**src/rtl/lels_pkg.sv**
```systemverilog
`timescale 1ns / 1ps
// ----------------------------------------------------------------------------
// lels_pkg
// Shared constants, codes, types and three-valued helpers for the levelised
// event-driven gate simulator.
// ----------------------------------------------------------------------------
package lels_pkg;

   localparam int NET_COUNT_DEF         = 1024;
   localparam int MAX_FANIN_DEF         = 8;
   localparam int MAX_FANOUT_DEF        = 8;
   localparam int LEVEL_COUNT_DEF       = 64;
   localparam int LEVEL_QUEUE_DEPTH_DEF = 128;
   localparam int FF_COUNT_DEF          = 256;

   localparam logic [2:0] MODE_GATE     = 3'd0;
   localparam logic [2:0] MODE_FANIN    = 3'd1;
   localparam logic [2:0] MODE_FANOUT   = 3'd2;
   localparam logic [2:0] MODE_APPLY    = 3'd3;
   localparam logic [2:0] MODE_RUN      = 3'd4;
   localparam logic [2:0] MODE_READ_NET = 3'd5;
   localparam logic [2:0] MODE_READ_FF  = 3'd6;
   localparam logic [2:0] MODE_NONE     = 3'd7;

   localparam logic [1:0] VAL_ZERO = 2'd0;
   localparam logic [1:0] VAL_ONE  = 2'd1;
   localparam logic [1:0] VAL_X    = 2'd2;

   localparam logic [3:0] KIND_AND     = 4'd0;
   localparam logic [3:0] KIND_NAND    = 4'd1;
   localparam logic [3:0] KIND_OR      = 4'd2;
   localparam logic [3:0] KIND_NOR     = 4'd3;
   localparam logic [3:0] KIND_NOT     = 4'd4;
   localparam logic [3:0] KIND_BUF     = 4'd5;
   localparam logic [3:0] KIND_DFF     = 4'd6;
   localparam logic [3:0] KIND_XOR     = 4'd7;
   localparam logic [3:0] KIND_XNOR    = 4'd8;
   localparam logic [3:0] KIND_OUTPUT  = 4'd9;
   localparam logic [3:0] KIND_MYSTERY = 4'd15;

   typedef struct packed {
      logic       clear;
      logic       step;
      logic [3:0] kind;
   } fold_ctl_type;

   function automatic logic [1:0] t_and(input logic [1:0] a, input logic [1:0] b);
      if (a == VAL_ZERO || b == VAL_ZERO) return VAL_ZERO;
      if (a == VAL_ONE && b == VAL_ONE) return VAL_ONE;
      return VAL_X;
   endfunction

   function automatic logic [1:0] t_or(input logic [1:0] a, input logic [1:0] b);
      if (a == VAL_ONE || b == VAL_ONE) return VAL_ONE;
      if (a == VAL_ZERO && b == VAL_ZERO) return VAL_ZERO;
      return VAL_X;
   endfunction

   function automatic logic [1:0] t_not(input logic [1:0] a);
      return (a == VAL_X) ? VAL_X : (a ^ 2'd1);
   endfunction

   function automatic logic [1:0] t_xor(input logic [1:0] a, input logic [1:0] b);
      if (a == VAL_X || b == VAL_X) return VAL_X;
      return a ^ b;
   endfunction

   function automatic logic is_andlike(input logic [3:0] k);
      return k == KIND_AND || k == KIND_NAND;
   endfunction

   function automatic logic is_orlike(input logic [3:0] k);
      return k == KIND_OR || k == KIND_NOR;
   endfunction

   function automatic logic is_xorlike(input logic [3:0] k);
      return k == KIND_XOR || k == KIND_XNOR;
   endfunction

   function automatic logic is_single(input logic [3:0] k);
      return k == KIND_NOT || k == KIND_BUF || k == KIND_DFF || k == KIND_OUTPUT;
   endfunction

endpackage

```
**src/rtl/lels_fold.sv**
```systemverilog
`timescale 1ns / 1ps
// ----------------------------------------------------------------------------
// lels_fold
// Gate evaluation accumulator: folds one fanin value per step and forms the
// gate's new value from the accumulator, the kind and the net's own value.
// ----------------------------------------------------------------------------
module lels_fold (
   input  logic                  clock,
   input  lels_pkg::fold_ctl_type ctl,
   input  logic [1:0]            fanin_value,
   input  logic [1:0]            own_value,
   output logic [1:0]            result
);

   logic [1:0] acc_ff;
   logic [1:0] acc_in;

   always_comb begin
      acc_in = acc_ff;
      if (ctl.clear) begin
         acc_in = lels_pkg::is_andlike(ctl.kind) ? lels_pkg::VAL_ONE : lels_pkg::VAL_ZERO;
      end else if (ctl.step) begin
         if (lels_pkg::is_andlike(ctl.kind)) begin
            acc_in = lels_pkg::t_and(acc_ff, fanin_value);
         end else if (lels_pkg::is_xorlike(ctl.kind)) begin
            acc_in = lels_pkg::t_xor(acc_ff, fanin_value);
         end else if (ctl.kind == lels_pkg::KIND_MYSTERY) begin
            acc_in = (fanin_value == lels_pkg::VAL_X) ? lels_pkg::VAL_X : acc_ff;
         end else begin
            // Single-input kinds fold once from zero, which passes the value.
            acc_in = lels_pkg::t_or(acc_ff, fanin_value);
         end
      end
   end

   always_ff @(posedge clock) begin
      acc_ff <= acc_in;
   end

   always_comb begin
      unique case (ctl.kind)
         lels_pkg::KIND_AND, lels_pkg::KIND_OR, lels_pkg::KIND_XOR,
         lels_pkg::KIND_BUF, lels_pkg::KIND_DFF, lels_pkg::KIND_OUTPUT: result = acc_ff;
         lels_pkg::KIND_NAND, lels_pkg::KIND_NOR, lels_pkg::KIND_XNOR,
         lels_pkg::KIND_NOT: result = lels_pkg::t_not(acc_ff);
         lels_pkg::KIND_MYSTERY: result = (acc_ff == lels_pkg::VAL_X) ? lels_pkg::VAL_X
                                                                      : own_value;
         default: result = own_value;
      endcase
   end

endmodule
```
**config.mk**
```make
export PLATFORM = sky130hd
export DESIGN_NAME = lels_fold
export DESIGN_NICKNAME = d
export VERILOG_FILES = /design/src/rtl/lels_pkg.sv /design/src/rtl/lels_fold.sv
export SDC_FILE = /design/constraint.sdc
export NUM_CORES = 1
export LEC_CHECK = 0
export BUFFER_PORTS_ARGS = -buffer_cell sky130_fd_sc_hd__buf_2
export CORE_AREA = 2 2 39 41
export DETAILED_ROUTE_END_ITERATION = 10
export DIE_AREA = 0 0 41 43
export PLACE_DENSITY = 0.56
export SYNTH_ARGS = -nofsm -noshare
export SYNTH_HDL_FRONTEND = slang
export SYNTH_SLANG_ARGS = --single-unit
```
**constraint.sdc**
```tcl
create_clock -name clock -period 2.24 [get_ports clock]
set_clock_uncertainty 0.2 [all_clocks]
set_input_delay 0.336 -clock clock [delete_from_list [all_inputs] [get_ports clock]]
set_output_delay 0.336 -clock clock [all_outputs]
set_load 0.02 [all_outputs]
```
==> key figures <==
Setup path
  – Delay-heaviest family, CP: flip-flops
  – Worst path arrival time: 1.52 ns
  – RR Endpoint: acc_ff[1]
  – CP Launch Type: flip-flop
  – Crit-path slowest cell: edfxtp_1
  – Crit Path Category: flip-flop to primary output
  – CP cell instances: nor3_1, a211oi_1, a221o_1, mux2i_1, buf_2
  – Crit. End Element: primary output
  – WP buf/inv: 1
  – FF-to-FF setup slack: 0.45 ns
  – Worst R2R Start: acc_ff[0]
  – Worst Path Required: around 1.7 ns
  – Max incr delay on CP: about 0.5 ns
  – Crit Path Max Fanout: 10
  – Reg2reg path depth: 5

Power
  – Net switching power: 83.1 uW
  – Internal: 158 uW
  – Flop pwr share: 23.6%
  – Logic pwr share: between 40% and 50%
  – Peak VDD IR: between 0.3 and 0.4 mV
  – Power density over cell area: 432 mW/mm^2
  – Switching Fraction: 34.5%
  – Total design power: roughly 240 uW
  – Leak pwr: between 0.0002 and 0.00025 uW
  – Clk network pwr share: 30.7%

Finish
  – Storage element area: around 60 um^2
  – Share of layout cells above drive strength 1: a little over a quarter
  – Synthesis-to-finish area growth: 14.9%
  – Largest reg by FF count: acc_ff
  – Nets: 91
  – Max FFs per register: 2
  – # diodes: 0
  – Core Util, Final: 40.3%
  – Regs by FF count: acc_ff (2)
  – Area occupied by multi-input gates: 365 um^2
  – Fillers: 156

Die
  – Placeable Area: ~0.0014 mm^2
  – Chip width: 41 um
  – Die Area: 0.00176 mm^2
  – Initial core utilization: 35.1%
  – Row count: 14
  – IO Pins: 13
  – Die Ht: 43 um

Drt
  – Residual DRC: 0
  – Routed len/inst: 11.4 um
  – Starting DRC count in detailed routing: 6
  – DR vias/cell: 5.56
  – Vias: 523
  – Drt first pass iters: 4
  – ANT nets after route: 0
  – Post-Route WL: 1.08 mm

Timing
  – Final Hold Viols: 0
  – Min cycle time layout: 2.06 ns
  – Final setup margin: around 0.18 ns
  – Final setup viols: 0
  – Setup TNS Final: 0 ns
  – Maximum clock frequency: 0.486 GHz
  – Final-report max-slew violation count: 0
  – Hold_ws: 0.322 ns
  – Final period utilization: 91.9%
  – RSZ-0062 raised after global routing: no
  – Worst-margin pin slew: about 0.41 ns
  – Worst slew margin: roughly 72%

Min path
  – Worst hold path cell count: 2
  – Hold_sp: ctl[5]
  – Worst hold path type: input port to flip-flop
  – Hold Crit Endpoint: acc_ff[1]

Clock tree
  – Hold_buf cts: 0
  – CTS H-tree depth: 1
  – Clk Tree Root Cell: clkbuf_4
  – Total CTS buffers: 3
  – Post-CTS setup buffer count: 0
  – Clock Tree Buf Depth: 2
  – CTS tree: built
  – Post-CTS sizing: 0
  – Register clock-pin slew on the reported worst setup and hold paths: approximately 0.030 ns
  – Clock Latency Late Sink: between 0.2 and 0.25 ns
  – CTS sink count: 2

Synthesis
  – Yosys cell types: 36
  – Avg Cell Area, Syn: 7.25 um^2
  – Synth Net Count: 78
  – EDFF count, synth: 2
  – Async set or reset register ratio after synthesis: 0%
  – Top cell type by total area after synthesis: edfxtp_1
  – Ys flop type: edfxtp_1
  – Yosys top cell area share: between 10% and 20%
  – Synthesis Warnings: 0
  – Seq/Total Area, Yosys: 12.4%
  – Mapped cell area: about 490 um^2
  – Synthesized instance count: 67
  – Synth Register Bits: 2
  – Largest cells by area after synthesis: edfxtp_1, nand2b_1, o21ai_0, nor3_1, buf_6

Global routing
  – GR Overflow Total: 0
  – GRT Util Overall: 13.5%
  – Vias in the first global route: 426
  – First-pass GRT wire length: 1.71 mm
  – Largest net degree at the start of global routing: 14
  – Antenna violations before repair: 0

Placed design
  – Final Wtd Congestion: roughly 0.77
  – Port-buffer cells: 12
  – Place WS: ~0.35 ns
  – Hpwl dp: 868 um

Outcome
  – Status: complete, no violations

Flow run
  – # Max-Cap Violations: 0
## cells in the mapped netlist (all sizes together), types with 2 or more instances
library cell / n
buf: 6
nand2b: 6
o21ai: 6
nor3: 5
inv: 4
nand2: 4
nor2: 4
o22ai: 3
a21oi: 2
edfxtp: 2
mux2i: 2
nand3b: 2
o211ai: 2
## layer usage
layer | GRT usage, % | vias to the layer above | share of wire (%)
li1 | - | 278 | -
met1 | 20.0 | 240 | 49
met2 | 20.6 | 5 | 49
met3 | 3.14 | 0 | 2.1
met4 | 0 | 0 | 0
met5 | 0 | - | 0
## power by group through the flow
stage | clock network (uW) | registers (uW) | logic (uW)
floorplan | 0 | 51.6 | 88.5
global placement | 0 | 57.3 | 110
detailed placement | 0 | 57.3 | 110
CTS | 77.6 | 56.8 | 111
global route | 84.8 | 57.5 | 122
finish | 74.0 | 56.9 | 110
## final cells by class
class / instances / area share (%)
multi-input combinational: 55 / 65.5
timing repair buffer: 14 / 13.5
sequential: 2 / 10.8
clock buffer: 3 / 4.04
tap: 16 / 3.59
inverter: 4 / 2.69
## cell families (layout without fill, tap and decap cells)
logic type / Yosys count / count (layout) / share of synthesized area, %
multiplexers: 2 / 2 / 4.12
buffers and inverters: 10 / 21 / 12.4
AO/OA/AOI/OAI: 23 / 23 / 35.6
AND/OR/NAND/NOR: 30 / 30 / 35.6
flip-flops: 2 / 2 / 12.4
## placed cells by master, fill, tap and decap left out, types with 3 or more instances in the layout
cell,Yosys,layout
nor3_1,5,5
clkbuf_4,0,3
o21ai_0,6,6
nor2_1,4,4
buf_2,3,12
inv_1,4,4
nand2_1,4,4
nand2b_1,6,6
## worst max path at each step
stage	slack, ns	start	cells past startpoint	to
4_1_cts	0.18	acc_ff[0]	5	result[0]
5_1_grt	0.07	acc_ff[0]	5	result[0]
3_5_place_dp	0.35	ctl[1]	6	result[0]
2_1_floorplan	0.37	ctl[2]	5	result[0]
6_report	0.18	acc_ff[0]	5	result[0]
3_3_place_gp	0.37	ctl[1]	6	result[0]
## per-stage QoR
stage | area (um^2) | std cells
2_1_floorplan | 485 | 67
3_3_place_gp | 536 | 91
3_5_place_dp | 536 | 91
4_1_cts | 558 | 94
5_1_grt | 558 | 94
6_report | 558 | 94
(Power assumes the default switching activity.)
